**src/sv/brle_pkg.sv**
```systemverilog
// brle_pkg: shared constants and types for the bounded ring list engine
// used by the channel interfaces, the entry ram, the sequencer and the top level
package brle_pkg;

  localparam int MAX_ENTRIES = 16;
  localparam int DATA_W      = 32;
  localparam int IDX_W       = (MAX_ENTRIES > 1) ? $clog2(MAX_ENTRIES) : 1;
  localparam int CNT_W       = $clog2(MAX_ENTRIES + 1);

  typedef enum logic [2:0] {
    CMD_INS_FRONT = 3'd0,
    CMD_INS_BACK  = 3'd1,
    CMD_REM_FRONT = 3'd2,
    CMD_REM_BACK  = 3'd3,
    CMD_REM_AFTER = 3'd4,
    CMD_CLEAR     = 3'd5
  } cmd_t;

  typedef enum logic [2:0] {
    ST_OK            = 3'd0,
    ST_EMPTY         = 3'd1,
    ST_FULL          = 3'd2,
    ST_NOKEY         = 3'd3,
    ST_NOTHING_AFTER = 3'd4
  } status_t;

  typedef struct packed {
    logic              we;
    logic [IDX_W-1:0]  waddr;
    logic [DATA_W-1:0] wdata;
    logic [IDX_W-1:0]  raddr;
  } mem_req_t;

endpackage

```
**src/sv/brle_if.sv**
```systemverilog
// brle_cmd_if and brle_res_if: valid/ready channels for commands and results
// depends on brle_pkg for the data width
interface brle_cmd_if;
  import brle_pkg::*;

  logic                     valid;
  logic                     ready;
  logic [2:0]               command;
  logic signed [DATA_W-1:0] value;

  modport source (output valid, output command, output value, input ready);
  modport sink   (input valid, input command, input value, output ready);
endinterface

interface brle_res_if;
  import brle_pkg::*;

  logic                     valid;
  logic                     ready;
  logic [2:0]               status;
  logic [4:0]               entry_count;
  logic signed [DATA_W-1:0] front_value;
  logic signed [DATA_W-1:0] back_value;

  modport source (output valid, output status, output entry_count, output front_value,
                  output back_value, input ready);
  modport sink   (input valid, input status, input entry_count, input front_value,
                  input back_value, output ready);
endinterface

```
**src/sv/brle_ram.sv**
```systemverilog
// brle_ram: entry store, one write port and one read port with registered data
// depends on brle_pkg for the request struct and sizes
module brle_ram (
  input  logic                         clk,
  input  brle_pkg::mem_req_t           req,
  output logic [brle_pkg::DATA_W-1:0]  rdata
);
  import brle_pkg::*;

  logic [DATA_W-1:0] mem [MAX_ENTRIES];

  always_ff @(posedge clk) begin
    if (req.we) begin
      mem[req.waddr] <= req.wdata;
    end
    rdata <= mem[req.raddr];
  end

endmodule

```
**src/sv/brle_ctrl.sv**
```systemverilog
// brle_ctrl: command sequencer with front index, count, search and shift walk
// depends on brle_pkg, brle_cmd_if, brle_res_if; drives the entry ram request
module brle_ctrl (
  input  logic                         clk,
  input  logic                         rst,
  brle_cmd_if.sink                     cmd_ch,
  brle_res_if.source                   res_ch,
  output brle_pkg::mem_req_t           mem_req,
  input  logic [brle_pkg::DATA_W-1:0]  rdata
);
  import brle_pkg::*;

  typedef enum logic [2:0] {
    S_IDLE, S_EXEC, S_SRCH, S_SHPRIME, S_SHIFT, S_RDF, S_RDB, S_DONE
  } state_t;

  state_t            state;
  logic [2:0]        cmd;
  logic [DATA_W-1:0] key;
  logic [IDX_W-1:0]  front;
  logic [CNT_W-1:0]  count;
  logic [CNT_W-1:0]  pos;
  status_t           st;
  logic [DATA_W-1:0] front_val;

  logic [CNT_W:0]    pos1;
  logic [CNT_W:0]    pos2;
  logic [CNT_W:0]    cnt_x;
  logic [CNT_W-1:0]  back_pos;
  logic [IDX_W-1:0]  front_dec;
  logic              full;
  logic              empty;
  logic              out_free;
  logic [CNT_W+4:0]  cnt_ext;

  // ring slot of a position counted from the front, position never above the depth
  function automatic logic [IDX_W-1:0] slot_of(input logic [IDX_W-1:0] f,
                                               input logic [CNT_W:0] p);
    logic [CNT_W+1:0] s;
    s = (CNT_W+2)'(f) + (CNT_W+2)'(p);
    if (s >= (CNT_W+2)'(MAX_ENTRIES)) begin
      s = s - (CNT_W+2)'(MAX_ENTRIES);
    end
    return IDX_W'(s);
  endfunction

  assign pos1      = (CNT_W+1)'(pos) + (CNT_W+1)'(1);
  assign pos2      = (CNT_W+1)'(pos) + (CNT_W+1)'(2);
  assign cnt_x     = (CNT_W+1)'(count);
  assign back_pos  = (count == '0) ? '0 : count - 1'b1;
  assign front_dec = (front == '0) ? IDX_W'(MAX_ENTRIES - 1) : front - 1'b1;
  assign full      = (cnt_x >= (CNT_W+1)'(MAX_ENTRIES));
  assign empty     = (count == '0);
  assign out_free  = !res_ch.valid || res_ch.ready;
  assign cnt_ext   = (CNT_W+5)'(count);

  assign cmd_ch.ready = (state == S_IDLE);

  always_comb begin
    mem_req       = '0;
    mem_req.wdata = key;
    unique case (state)
      S_EXEC: begin
        if (cmd == CMD_INS_FRONT) begin
          mem_req.we    = !full;
          mem_req.waddr = front_dec;
        end else if (cmd == CMD_INS_BACK) begin
          mem_req.we    = !full;
          mem_req.waddr = slot_of(front, cnt_x);
        end
        mem_req.raddr = front;
      end
      S_SRCH:    mem_req.raddr = slot_of(front, pos1);
      S_SHPRIME: mem_req.raddr = slot_of(front, pos1);
      S_SHIFT: begin
        // move the entry one place toward the front while fetching the next
        mem_req.we    = 1'b1;
        mem_req.waddr = slot_of(front, (CNT_W+1)'(pos));
        mem_req.wdata = rdata;
        mem_req.raddr = slot_of(front, pos2);
      end
      S_RDF:  mem_req.raddr = front;
      S_RDB:  mem_req.raddr = slot_of(front, (CNT_W+1)'(back_pos));
      S_DONE: mem_req.raddr = slot_of(front, (CNT_W+1)'(back_pos));
      default: mem_req.raddr = front;
    endcase
  end

  always_ff @(posedge clk) begin
    if (rst) begin
      state        <= S_IDLE;
      front        <= '0;
      count        <= '0;
      res_ch.valid <= 1'b0;
    end else begin
      // in S_DONE the valid flag is written below
      if (res_ch.valid && res_ch.ready && state != S_DONE) begin
        res_ch.valid <= 1'b0;
      end
      unique case (state)
        S_IDLE: begin
          if (cmd_ch.valid) begin
            cmd   <= cmd_ch.command;
            key   <= cmd_ch.value;
            state <= S_EXEC;
          end
        end
        S_EXEC: begin
          st    <= ST_OK;
          state <= S_RDF;
          unique case (cmd)
            CMD_INS_FRONT: begin
              if (full) begin
                st <= ST_FULL;
              end else begin
                front <= front_dec;
                count <= count + 1'b1;
              end
            end
            CMD_INS_BACK: begin
              if (full) st <= ST_FULL;
              else count <= count + 1'b1;
            end
            CMD_REM_FRONT: begin
              if (empty) begin
                st <= ST_EMPTY;
              end else begin
                front <= slot_of(front, (CNT_W+1)'(1));
                count <= count - 1'b1;
              end
            end
            CMD_REM_BACK: begin
              if (empty) st <= ST_EMPTY;
              else count <= count - 1'b1;
            end
            CMD_REM_AFTER: begin
              if (empty) begin
                st <= ST_EMPTY;
              end else begin
                pos   <= '0;
                state <= S_SRCH;
              end
            end
            CMD_CLEAR: begin
              if (empty) st <= ST_EMPTY;
              else count <= '0;
            end
            default: ;
          endcase
        end
        S_SRCH: begin
          // rdata holds the entry at pos
          if (rdata == key) begin
            if (pos1 >= cnt_x) begin
              st    <= ST_NOTHING_AFTER;
              state <= S_RDF;
            end else if (pos2 >= cnt_x) begin
              count <= count - 1'b1;
              state <= S_RDF;
            end else begin
              pos   <= CNT_W'(pos1);
              state <= S_SHPRIME;
            end
          end else if (pos1 >= cnt_x) begin
            st    <= ST_NOKEY;
            state <= S_RDF;
          end else begin
            pos <= CNT_W'(pos1);
          end
        end
        S_SHPRIME: state <= S_SHIFT;
        S_SHIFT: begin
          pos <= CNT_W'(pos1);
          if (pos2 >= cnt_x) begin
            count <= count - 1'b1;
            state <= S_RDF;
          end
        end
        S_RDF: state <= S_RDB;
        S_RDB: begin
          front_val <= rdata;
          state     <= S_DONE;
        end
        S_DONE: begin
          if (out_free) begin
            res_ch.valid       <= 1'b1;
            res_ch.status      <= st;
            res_ch.entry_count <= cnt_ext[4:0];
            res_ch.front_value <= empty ? '0 : front_val;
            res_ch.back_value  <= empty ? '0 : rdata;
            state              <= S_IDLE;
          end
        end
        default: state <= S_IDLE;
      endcase
    end
  end

endmodule

```
**src/sv/bounded_ring_list_engine.sv**
```systemverilog
// bounded_ring_list_engine: top level, sequencer plus entry ram
// depends on brle_pkg, brle_if, brle_ram, brle_ctrl
//
// Ordered ring of up to MAX_ENTRIES signed 32-bit values held in a single-port-read
// ram and addressed from a front index. One command is taken at a time: ready is
// high only while the sequencer is idle, and a result waiting in the output
// register does not block the next command. Insert, remove front or back, clear
// and unused codes pass through the execute, read front, read back and done states
// before the result is registered, and no new command is taken until the
// sequencer is back in idle; every command ends with two ram reads that fetch the
// front and back values. Remove after key adds a search step per entry searched
// and, when entries have to move to close the gap, a priming step plus one shift
// step per entry moved. A result that is not taken holds the sequencer in its
// last state. The store has no reset; unwritten slots may be read, but their
// contents never reach a result.
module bounded_ring_list_engine (
  input logic        clk,
  input logic        rst,
  brle_cmd_if.sink   cmd_ch,
  brle_res_if.source res_ch
);
  import brle_pkg::*;

  mem_req_t          mem_req;
  logic [DATA_W-1:0] rdata;

  brle_ctrl u_ctrl (
    .clk     (clk),
    .rst     (rst),
    .cmd_ch  (cmd_ch),
    .res_ch  (res_ch),
    .mem_req (mem_req),
    .rdata   (rdata)
  );

  brle_ram u_ram (
    .clk   (clk),
    .req   (mem_req),
    .rdata (rdata)
  );

endmodule

```
**src/flat_wrapper.sv**
```systemverilog
// flat-port wrapper written by rule: the top's interface ports become plain ports
module bounded_ring_list_engine_flat import brle_pkg::*;
  (clk, rst, cmd_ch_valid, cmd_ch_command, cmd_ch_value, cmd_ch_ready, res_ch_valid, res_ch_status, res_ch_entry_count, res_ch_front_value, res_ch_back_value, res_ch_ready);
  brle_cmd_if cmd_ch_i ();
  brle_res_if res_ch_i ();
  input logic clk;
  input logic rst;
  input wire logic [$bits(cmd_ch_i.valid)-1:0] cmd_ch_valid;
  input wire logic [$bits(cmd_ch_i.command)-1:0] cmd_ch_command;
  input wire logic [$bits(cmd_ch_i.value)-1:0] cmd_ch_value;
  output wire logic [$bits(cmd_ch_i.ready)-1:0] cmd_ch_ready;
  output wire logic [$bits(res_ch_i.valid)-1:0] res_ch_valid;
  output wire logic [$bits(res_ch_i.status)-1:0] res_ch_status;
  output wire logic [$bits(res_ch_i.entry_count)-1:0] res_ch_entry_count;
  output wire logic [$bits(res_ch_i.front_value)-1:0] res_ch_front_value;
  output wire logic [$bits(res_ch_i.back_value)-1:0] res_ch_back_value;
  input wire logic [$bits(res_ch_i.ready)-1:0] res_ch_ready;
  assign cmd_ch_i.valid = cmd_ch_valid;
  assign cmd_ch_i.command = cmd_ch_command;
  assign cmd_ch_i.value = cmd_ch_value;
  assign cmd_ch_ready = cmd_ch_i.ready;
  assign res_ch_valid = res_ch_i.valid;
  assign res_ch_status = res_ch_i.status;
  assign res_ch_entry_count = res_ch_i.entry_count;
  assign res_ch_front_value = res_ch_i.front_value;
  assign res_ch_back_value = res_ch_i.back_value;
  assign res_ch_i.ready = res_ch_ready;
  bounded_ring_list_engine u_core (.clk(clk), .rst(rst), .cmd_ch(cmd_ch_i), .res_ch(res_ch_i));
endmodule
```
**config.mk**
```make
export PLATFORM = sky130hd
export DESIGN_NAME = bounded_ring_list_engine_flat
export DESIGN_NICKNAME = d
export VERILOG_FILES = /design/src/sv/brle_pkg.sv /design/src/sv/brle_if.sv /design/src/sv/brle_ram.sv /design/src/sv/brle_ctrl.sv /design/src/sv/bounded_ring_list_engine.sv /design/src/flat_wrapper.sv
export SDC_FILE = /design/constraint.sdc
export NUM_CORES = 1
export LEC_CHECK = 0
export ABC_AREA = 1
export BUFFER_PORTS_ARGS = -buffer_cell sky130_fd_sc_hd__buf_2
export CORE_MARGIN = 1.5
export CORE_UTILIZATION = 35
export DETAILED_ROUTE_END_ITERATION = 6
export PLACE_DENSITY = 0.58
export SLEW_MARGIN = 0
export SYNTH_ARGS = -nofsm -noshare
export SYNTH_HDL_FRONTEND = slang
export SYNTH_SLANG_ARGS = --single-unit
export TNS_END_PERCENT = 1
```
**constraint.sdc**
```tcl
create_clock -name clk -period 14.5 [get_ports clk]
set_input_delay 2.175 -clock clk [delete_from_list [all_inputs] [get_ports clk]]
set_output_delay 2.175 -clock clk [all_outputs]
set_load 0.03 [all_outputs]
```
## Yosys cells after proc, flatten, opt, wreduce, memory -nomap -nowiden

Memory sizes are Yosys's and may differ from the RTL's. A register that Yosys moved wholly into a read port is not among the register bits.
Cells that the tools add are included.

- Bits in read-only memories: 0
- Memories kept: 1
- Memory bits (writable): 512
- Latch bits: 0
- Register bits: 160

Memories:

| memory | words | width | read ports | clocked after Yosys merged registers in | write ports | line | RTL |
|---|---|---|---|---|---|---|---|
| u_core.u_ram.mem | 16 | 32 | 1 | 1 | 1 | brle_ram.sv:10 | `logic [DATA_W-1:0] mem [MAX_ENTRIES];` |

- Multiplexer cells: 52
- Add/subtract/negate cells: 17
- Bitwise logic cells: 1
- Eq/ne operators: 30
- Reduce and logical (&&, ||, !) cells: 25
- Shift-type cells: 0
- $mul: 0
- Order comparisons: 9
- Div/mod/pow operators: 0

Operators with widths:

| cell | number |
|---|---|
| $mux W5 | 14 |
| $pmux W5 S3 | 3 |
| $mux W3 | 12 |
| $mux W4 | 9 |
| $eq A32 B32 Y1 | 1 |
| $mux W32 | 1 |
| $sub A4 B1 Y4 const B | 7 |
| $pmux W3 S8 | 1 |
| $add A4 B5 Y6 | 3 |
| $eq A3 B3 Y1 const B | 6 |
| $ge A6 B5 Y1 const B | 3 |
| $ne A2 B2 Y1 const B | 9 |
| $ne A3 B3 Y1 const B | 6 |
| $add A4 B6 Y7 | 2 |
| $ge A7 B5 Y1 const B | 2 |
| $eq A3 B2 Y1 const B | 4 |
| $ge A6 B5 Y1 | 2 |
| $pmux W4 S3 | 1 |
| $ge A5 B5 Y1 const B | 2 |
| $pmux W5 S2 | 1 |
| $reduce_and A3 Y1 | 3 |
| $pmux W4 S2 | 1 |
| $reduce_and A4 Y1 | 2 |
| $reduce_or A2 Y1 | 4 |
| 25 further kinds | 35 |

## Longest topological paths before layout

Gate-level depths: netlist of the first run.

- Depth in word-level cells: 8
- Mapped depth: 20
- Mapped depth without buffers: 19

## Modules after synthesis

A second synthesis of the first run with hierarchy kept.

- Cell total of the unflattened synthesis: 2919
- Area total of the unflattened synthesis: 30581.8 um2

By module, submodules not included:

| module | times used | seq. area each (um2) | area each (um2) | cells an instance |
|---|---|---|---|---|
| brle_ram | 1 | 16015.4 | 22730.6 | 2120 |
| brle_ctrl | 1 | 4674.5 | 7851.3 | 799 |

## Worst setup path before layout of the first run

No wires, ideal clock.

- Kind: in2reg
- From: in rst
- To: reg u_core.u_ctrl.res_ch.back_value[0] (enable)
- Path slack: 4.557 ns
- Data arrival time: 9.264 ns
- Path buffers: 1
- Stages on the path: 2
- Cells stage by stage: clkbuf_1 nor4_1

- Word-level cells in the longest chain between the ends: 2

Ends and longest elaborated chain:

| item | line | RTL |
|---|---|---|
| start, declared | flat_wrapper.sv:7 | `input logic rst;` |
| $not A1 Y1 (no source line) | -- |  |
| $reduce_and A3 Y1 (no source line) | -- |  |
| end signal, assigned | brle_ctrl.sv:190 | `res_ch.back_value <= empty ? '0 : rdata;` |
| end, declared | brle_if.sv:26 | `output back_value, input ready);` |

No other way between the ends.
A chain may end at the register's enable or synchronous reset.

## Final worst setup path of the first run

- From: reg u_core.u_ctrl.count[0]
- To: reg u_core.u_ram.rdata[14] in the netlist's numbering (read register of u_core.u_ram.mem)

- Word-level cells in the longest chain between the ends: 6
- Elaborated cells on any way between the ends: 8
- Classes of those cells: add/sub: 3; order compare: 1; mux: 3; reduce/logical: 1

Ends and longest elaborated chain:

| item | line | RTL |
|---|---|---|
| start, declared | brle_ctrl.sv:21 | `logic [CNT_W-1:0] count;` |
| start signal, assigned | brle_ctrl.sv:117 | `count <= count + 1'b1;` |
| start signal, assigned | brle_ctrl.sv:122 | `else count <= count + 1'b1;` |
| start signal, assigned | brle_ctrl.sv:129 | `count <= count - 1'b1;` |
| $sub A5 B1 Y5 or $logic_not A5 Y1 (tied branches) | brle_ctrl.sv:50 | `assign back_pos = (count == '0) ? '0 : count - 1'b1;` |
| $mux W5 * | brle_ctrl.sv:50 |  |
| $add A4 B5 Y6 * | brle_ctrl.sv:40 | `s = (CNT_W+2)'(f) + (CNT_W+2)'(p);` |
| $ge A6 B5 Y1 or $sub A4 B1 Y4 (tied branches) | brle_ctrl.sv:41, brle_ctrl.sv:42 |  |
| $mux W4 * | brle_ctrl.sv:41 | `if (s >= (CNT_W+2)'(MAX_ENTRIES)) begin` |
| $pmux W4 S3 * | brle_ctrl.sv:62 | `unique case (state)` |
| end, declared | brle_ram.sv:6 | `output logic [brle_pkg::DATA_W-1:0] rdata` |

Mark *: on every way between the ends. The rest lies on a longest branch, timed or not.

==> results by group, run 1 <==
Placement
  – Gpl congestion: 0.855
  – Port Buffers: 112
  – Placed cells: 3,400
  – Cell Area, Placed: 0.0303 mm²
  – DP Wirelength: 39.9 mm

Synthesis
  – Seq cells post-synth: 704
  – Asr flop ratio synth: 0
  – Complex-gate fraction of the synthesized area: 0.0977
  – Synthesized cell area: 0.0285 mm²
  – Synthesized area per cell: 12.5 µm²
  – Mapped Cells: 2,280
  – Post-synth top area share: 0.695
  – Leading area contributor after synthesis: edfxtp_1
  – Post-synthesis cell type count: 48
  – Synthesis Warnings: 0
  – Combinational family with the most area after synthesis: simple AND/OR/NAND/NOR gates
  – Synth Area in Adders: 0.0140
  – Post-synth EDFFs: 659
  – Synth Net Count: 2,349
  – Simple-gate share of the synthesized area: 0.108
  – Post-synthesis xor/xnor area fraction: 0.0126
  – Top FF cell, synth: edfxtp_1
  – Mux cell area share after synthesis: 0.000352
  – Seq/Total Area, Yosys: 0.727
  – Area contributors post-synth: edfxtp_1 70%, nor2_1 5.1%, nand2_1 4.1%

Floorplan
  – Full die area: 0.0831 mm²
  – Die height: 288 µm
  – Floorplan row count: 104
  – Die Wd: 288 µm
  – Core Area: 0.0805 mm²
  – Initial Utilization: 0.353
  – Boundary Pins: 113

Route
  – Wirelength, routed: 71.6 mm
  – Initial DRT Pass Iterations: 7
  – Via density: 5.14
  – Iter 0 DRT Violations: 1,679
  – Vias: 18.1k
  – Post-route ant nets: 0
  – DRC: 0
  – DR WL/cell: 20.3 µm

STA
  – Count of final setup violators: 0
  – Min Tclk post-route: 5120 ps
  – Worst Tran Pin Value: 1040 ps
  – Max-slew violations: 0
  – Unrepaired setup endpoints after global routing: no
  – Tcrit/Tclk final: 0.353
  – Endpoints failing hold: 0
  – F_max: 195 MHz
  – Max transition margin: 0.307
  – Final setup skew: 23.9 ps
  – WHS: 424 ps
  – Setup TNS: 0 ps

Setup path
  – Critical Path Start: u_core.u_ctrl.count[0]$_SDFFE_PP0P_
  – Critical path launch point type: flip-flop
  – Reg2reg setup slack: 9380 ps
  – Critical path class: flip-flop to flip-flop
  – Reg2reg path depth: 21
  – Critical Path RT: 15,040 ps
  – Kind of end point of the critical path: flip-flop
  – CP Max Fanout: 86
  – Arrival @ worst endpoint: 5660 ps
  – Reg2reg start: u_core.u_ctrl.count[0]$_SDFFE_PP0P_
  – Critical Path End: u_core.u_ram.rdata[14]$_DFF_P_
  – Reg2reg end: u_core.u_ram.rdata[14]$_DFF_P_

Final layout
  – Core Util, Final: 0.404
  – Commonest cells after routing, fill and taps aside: 659 x edfxtp_1, 373 x nor2_1, 311 x nand2_1
  – Area occupied by multi-input gates: 0.00677 mm²
  – Total of fill cells in the finished design: 7,447
  – Storage element area: 0.0207 mm²
  – Layout overhead on the synthesized area: 14.4%
  – Commonest non-fill, non-tap cell in the layout: edfxtp_1
  – Nets: 2,481
  – Layout cell share with drive strength beyond 1: 0.132
  – Finished Cell Area: 0.0326 mm²
  – Antenna cells: 0
  – Final cell count without fillers: 3,526

CTS
  – CTS tree: built
  – Clk slew on worst S/H paths: 60 ps
  – Clock buffer depth: 3
  – CTS root buf: clkbuf_16
  – CTS Hold Buffers Added: 0
  – Worst skew pair latency: 610 ps
  – # resized after CTS: 0
  – Post-CTS setup buffers: 0
  – Sink Count: 704
  – TritonCTS Buffers: 70
  – H-tree levels: 3

Global routing
  – Pin count of the biggest net entering global routing: 195
  – Tot GR Track Use: 0.170
  – Grt ovf: 0
  – Number of antenna violations at the first check in global routing: 2
  – Vias in the first global route: 17.3k
  – First-pass GRT wire length: 106 mm

Flow run
  – Max-Cap Viols: 0

Power and ir drop
  – Pwr Density: 218 mW/mm²
  – P_leak: 11.5 nW
  – Peak VDD IR: 0.212 mV

Hold path
  – Min-delay worst type: flip-flop to flip-flop
  – Min-delay src: u_core.u_ctrl.st[0]$_DFFE_PP_
  – Hold Path Stages: 0

Outcome
  – Outcome: complete, no violations
-- final cells by class --
type	count	area share
flip-flops and latches	704	0.635
well taps	1060	0.0407
clock buffers	88	0.0577
clock inverters	38	0.0109
inverters	128	0.0149
repair buffers	178	0.0328
multi-input cells	1330	0.208
-- cell usage after synthesis (2+ instances only) --
cell type  count
o221ai_1      62
o21ai_0      208
o21a_1         2
buf_4         10
inv_2          8
nor2_2         3
buf_6         15
a211oi_1       3
ha_1          27
xnor2_1       31
nand2_4        3
a31oi_1        2
nor2_1       390
edfxtp_1     659
fa_1           3
a21oi_1       14
o21ai_4        2
o22ai_1       68
clkbuf_2       6
a22oi_1        3
inv_1        118
xor2_1        10
nor3_1         8
clkbuf_1      24
nand2_1      311
nand2_2        2
dfxtp_1       45
buf_2         54
a21o_1         2
nand3_1       55
buf_1          8
o21ai_1      108
-- worst min path at each step --
stage,to,slack (ps)
final,u_core.u_ctrl.res_ch.status[0]$_DFFE_PP_,420
after global routing,u_core.u_ctrl.res_ch.status[0]$_DFFE_PP_,430
after CTS,u_core.u_ctrl.res_ch.status[0]$_DFFE_PP_,420
after detailed placement,u_core.u_ctrl.res_ch.status[0]$_DFFE_PP_,410
after global placement,u_core.u_ctrl.res_ch.status[2]$_DFFE_PP_,410
after floorplan,u_core.u_ctrl.res_ch.status[0]$_DFFE_PP_,400
-- state kept, by name, indices dropped and copies added, names as in the netlist --
register	count
u_core.u_ctrl.count	5
u_core.u_ctrl.res_ch.front_value	32
u_core.u_ctrl.pos	5
u_core.u_ctrl.res_ch.back_value	32
u_core.u_ctrl.res_ch.entry_count	5
u_core.u_ctrl.res_ch.status	3
u_core.u_ctrl.res_ch.valid	1
u_core.u_ram.rdata	32
u_core.u_ctrl.state	3
u_core.u_ram.mem	512
u_core.u_ctrl.cmd	3
u_core.u_ctrl.st	3
u_core.u_ctrl.front	4
u_core.u_ctrl.front_val	32
u_core.u_ctrl.key	32
-- power breakdown --
part           leakage (nW)  switching [mW]  internal [mW]
sequential             6.33           0.147           2.57
combinational          4.05            1.83          0.781
clock                  1.10           0.753           1.02
total                  11.5            2.73           4.37
-- per-layer routing --
layer	global-route usage	routed length, µm
met1	0.228	30500
met3	0.0203	4640
met4	0.0599	1870
met2	0.286	34500
met5	0	0
-- through the flow --
stage                     total power, mW  worst slack, ps
after floorplan                      4.63             4560
after global placement               5.31             9540
after detailed placement             5.35             9440
after CTS                            7.12             9390
after global routing                 7.52             8990
final                                7.10             9380
-- kinds of logic after synthesis --
logic type,count (synthesis)
adder cells (fa/ha/maj),30
flip-flops,704
XOR/XNOR,41
buffers and inverters,246
AND/OR/NAND/NOR,779
multiplexers,1
AO/OA/AOI/OAI,479
-- critical path, cell delays in order (launching register included) --
cell,delay (ps)
dfxtp_1,470
inv_1,160
ha_1,220
nand2_1,100
nor2_4,50
nor2_2,110
nand2_1,70
a22oi_1,150
ha_1,180
inv_1,70
fa_1,500
nand2_4,100
o21ai_4,50
buf_4,370
inv_2,680
buf_4,870
o21ai_0,270
o22ai_1,240
nand2_1,70
nand2_1,80
nand2_1,50
nand2_1,110
No activity file was read; power rests on OpenSTA's default activity.
==> run 2: changes to the inputs <==
--- a/config.mk
+++ b/config.mk
@@ -10,7 +10,7 @@
 export CORE_MARGIN = 1.5
 export CORE_UTILIZATION = 35
 export DETAILED_ROUTE_END_ITERATION = 6
-export PLACE_DENSITY = 0.58
+export PLACE_DENSITY = 0.6
 export SLEW_MARGIN = 0
 export SYNTH_ARGS = -nofsm -noshare
 export SYNTH_HDL_FRONTEND = slang
==> constraint.sdc (replaced) <==
create_clock -name clk -period 4.3 [get_ports clk]
set_input_delay 0.645 -clock clk [delete_from_list [all_inputs] [get_ports clk]]
set_output_delay 0.645 -clock clk [all_outputs]
set_load 0.03 [all_outputs]
==> run 2 against run 1 <==
Effect of this change: setup slack worse by 8600 ps; clock skew up 2.0 ps; register-to-register slack got worse by 8600 ps; sequential power rose to 3.4 times the previous value; clock power grew to 3.3 times the previous value; critical path type unchanged.
==> results by group, run 2 (synthesis results as in run 1) <==
CTS
  – CTS Hold Buffers Added: 0 (unchanged)
  – # resized after CTS: 0 (unchanged)
  – Clk slew on worst S/H paths: 60 ps (about the same)
  – TritonCTS Buffers: 69 (was 70)
  – Worst skew pair latency: 610 ps (about the same)
  – Post-CTS setup buffers: 0 (unchanged)
  – H-tree levels: 3 (unchanged)
  – CTS root buf: clkbuf_16 (unchanged)
  – Sink Count: 704 (unchanged)
  – CTS tree: built (unchanged)
  – Clock buffer depth: 3 (unchanged)

Setup path
  – Largest delay share family, worst path: adder cells (was buffers and inverters)
  – Critical path launch point type: flip-flop (unchanged)
  – Reg2reg start: u_core.u_ctrl.count[0]$_SDFFE_PP0P_ (unchanged)
  – Reg2reg path depth: 19 (was 21)
  – Slowest cell delay on critical path: 550 ps (was 870 ps)
  – CP Max Fanout: 54 (was 86)
  – Kind of end point of the critical path: flip-flop (unchanged)
  – Most Frequent Cell on Critical Path: nand2_1 (unchanged)
  – Critical Path RT: 4840 ps (was 15,040 ps)
  – WP buf/inv: 3 (was 5)
  – Arrival @ worst endpoint: 4080 ps (was 5660 ps)
  – Reg2reg setup slack: 760 ps (was 9380 ps)
  – Critical path class: flip-flop to flip-flop (unchanged)
  – Reg2reg end: u_core.u_ram.rdata[30]$_DFF_P_ (was u_core.u_ram.rdata[14]$_DFF_P_)
  – Slowest CP cell: fa_1 (was buf_4)
  – Cells along the critical path: inv_1 -> ha_1 -> nand2_1 -> nor2_4 -> nor2_2 -> nand2_1 -> a22oi_1 -> ha_1 -> inv_1 -> fa_1 -> nand2_4 -> o21ai_4 -> buf_4 -> o21ai_0 -> nor2_1 -> o21ai_1 -> o21ai_1 -> nand2_1 -> nand2_1 (was inv_1 -> ha_1 -> nand2_1 -> nor2_4 -> nor2_2 -> nand2_1 -> a22oi_1 -> ha_1 -> inv_1 -> fa_1 -> nand2_4 -> o21ai_4 -> buf_4 -> inv_2 -> buf_4 -> o21ai_0 -> o22ai_1 -> nand2_1 -> nand2_1 -> nand2_1 -> nand2_1)

Power and ir drop
  – Pwr Density: 734 mW/mm² (was 218 mW/mm²)
  – Combinational Power Share: 0.375 (was 0.367)
  – Int Power: 14.8 mW (was 4.37 mW)
  – Design Power: 24.1 mW (was 7.10 mW)
  – Net switching power: 9.26 mW (was 2.73 mW)
  – P_leak: 11.6 nW (was 11.5 nW)
  – Sequential power share: 0.381 (was 0.383)
  – Switching share of total power: 0.384 (about the same)
  – Peak VDD IR: 0.628 mV (was 0.212 mV)
  – Power share of the clock group: 0.245 (was 0.249)

Placement
  – DP Wirelength: 41.9 mm (was 39.9 mm)
  – Placed cells: 3,415 (was 3,400)
  – Pre-CTS setup slack: 772 ps (was 9440 ps)
  – Gpl congestion: 0.830 (was 0.855)
  – Port Buffers: 112 (unchanged)

Global routing
  – Grt ovf: 0 (unchanged)
  – Tot GR Track Use: 0.168 (was 0.170)
  – Number of antenna violations at the first check in global routing: 0 (was 2)
  – Vias in the first global route: 17.6k (was 17.3k)
  – Pin count of the biggest net entering global routing: 187 (was 195)
  – First-pass GRT wire length: 106 mm (about the same)

Hold path
  – Hold Path Stages: 1 (was 0)
  – Min-delay src: cmd_ch_value[10] (was u_core.u_ctrl.st[0]$_DFFE_PP_)
  – Min-delay worst type: input port to flip-flop (was flip-flop to flip-flop)
  – Hold Crit Endpoint: u_core.u_ctrl.key[10]$_DFFE_PP_ (was u_core.u_ctrl.res_ch.status[0]$_DFFE_PP_)

Final layout
  – Layout overhead on the synthesized area: 15.3% (was 14.4%)
  – Nets: 2,495 (was 2,481)
  – Reg with most FFs: u_core.u_ram.mem (unchanged)
  – Commonest non-fill, non-tap cell in the layout: edfxtp_1 (unchanged)
  – Layout cell share with drive strength beyond 1: 0.135 (was 0.132)
  – Core Util, Final: 0.408 (was 0.404)
  – Final cell count without fillers: 3,541 (was 3,526)
  – Antenna cells: 0 (unchanged)
  – Commonest cells after routing, fill and taps aside: 659 x edfxtp_1, 373 x nor2_1, 311 x nand2_1 (unchanged)
  – Number of flip-flops in the largest register: 512 (unchanged)
  – Total of fill cells in the finished design: 7,439 (was 7,447)

STA
  – Setup TNS: 0 ps (unchanged)
  – Max-slew violations: 0 (unchanged)
  – Final setup skew: 25.9 ps (was 23.9 ps)
  – Count of final setup violators: 0 (unchanged)
  – Min Tclk post-route: 3540 ps (was 5120 ps)
  – Post-route worst setup slack: 760 ps (was 9380 ps)
  – Endpoints failing hold: 0 (unchanged)
  – Tcrit/Tclk final: 0.823 (was 0.353)
  – F_max: 283 MHz (was 195 MHz)
  – Unrepaired setup endpoints after global routing: no (unchanged)
  – Max transition margin: 0.400 (was 0.307)
  – Worst Tran Pin Value: 897 ps (was 1040 ps)

Floorplan
  – Die height: 288 µm (unchanged)
  – Initial Utilization: 0.353 (unchanged)
  – Floorplan row count: 104 (unchanged)
  – Core Area: 0.0805 mm² (unchanged)
  – Full die area: 0.0831 mm² (unchanged)
  – Die Wd: 288 µm (unchanged)
  – Boundary Pins: 113 (unchanged)

Route
  – DRC: 0 (unchanged)
  – DR WL/cell: 19.8 µm (was 20.3 µm)
  – Vias: 18.1k (about the same)
  – Iter 0 DRT Violations: 1,665 (was 1,679)
  – Via density: 5.11 (was 5.14)
  – Wirelength, routed: 70.2 mm (was 71.6 mm)
  – Initial DRT Pass Iterations: 5 (was 7)
  – Post-route ant nets: 0 (unchanged)

Outcome
  – Outcome: complete, no violations (unchanged)

Flow run
  – Max-Cap Viols: 0 (unchanged)
[run 2: changes by cell type in the layout (fill, tap and decap cells not counted), sizes merged]
cell      before  now
inv          130  129
clkbuf        88   86
clkinvlp       2    4
clkinv        29   30
buf          178  193
[run 2: how the worst max path moves through the flow]
stage	from	endpoint	slack, ps	cells after the start
after floorplan	rst	u_core.u_ctrl.res_ch.back_value[0]$_SDFFCE_PP0P_	590	2
after CTS	u_core.u_ctrl.count[0]$_SDFFE_PP0P_	u_core.u_ram.rdata[30]$_DFF_P_	740	19
after global placement	u_core.u_ctrl.count[0]$_SDFFE_PP0P_	u_core.u_ram.rdata[30]$_DFF_P_	730	19
final	u_core.u_ctrl.count[0]$_SDFFE_PP0P_	u_core.u_ram.rdata[30]$_DFF_P_	760	19
after global routing	u_core.u_ctrl.count[0]$_SDFFE_PP0P_	u_core.u_ram.rdata[6]$_DFF_P_	360	19
after detailed placement	u_core.u_ctrl.count[0]$_SDFFE_PP0P_	u_core.u_ram.rdata[30]$_DFF_P_	770	19
[run 2: metal layers]
| metal | vias up | global-route usage | routed length, µm |
|---|---|---|---|
| met5 | - | 0 | 0 |
| met4 | 0 | 0.0576 | 1780 |
| met3 | 102 | 0.0206 | 4370 |
| met2 | 617 | 0.272 | 32900 |
| met1 | 8918 | 0.234 | 31100 |
| li1 | 8444 | - | - |
[run 2: power groups by stage]
| stage | Sequential (mW) | Combinational, mW | Clock (mW) |
|---|---|---|---|
| after floorplan | 9.08 | 6.52 | 0 |
| after global placement | 9.29 | 8.80 | 0 |
| after detailed placement | 9.30 | 9.02 | 0 |
| after CTS | 9.16 | 9.06 | 6.02 |
| after global routing | 9.21 | 10.1 | 6.25 |
| final | 9.17 | 9.03 | 5.90 |
[run 2: cell type report]
| class | count | area (µm²) | share of cell area |
|---|---|---|---|
| inverters | 128 | 485 | 0.0148 |
| repair buffers | 193 | 1340 | 0.0409 |
| flip-flops and latches | 704 | 20700 | 0.630 |
| clock buffers | 86 | 1840 | 0.0561 |
| well taps | 1060 | 1330 | 0.0404 |
| multi-input cells | 1330 | 6780 | 0.206 |
| clock inverters | 40 | 362 | 0.0110 |
[run 2: stage by stage]
step | hold WS [ps] | instance area (µm²)
3_3_place_gp | 407 | 30600
5_1_grt | 192 | 32800
4_1_cts | 179 | 32800
6_report | 209 | 32800
2_1_floorplan | 400 | 28500
3_5_place_dp | 411 | 30600
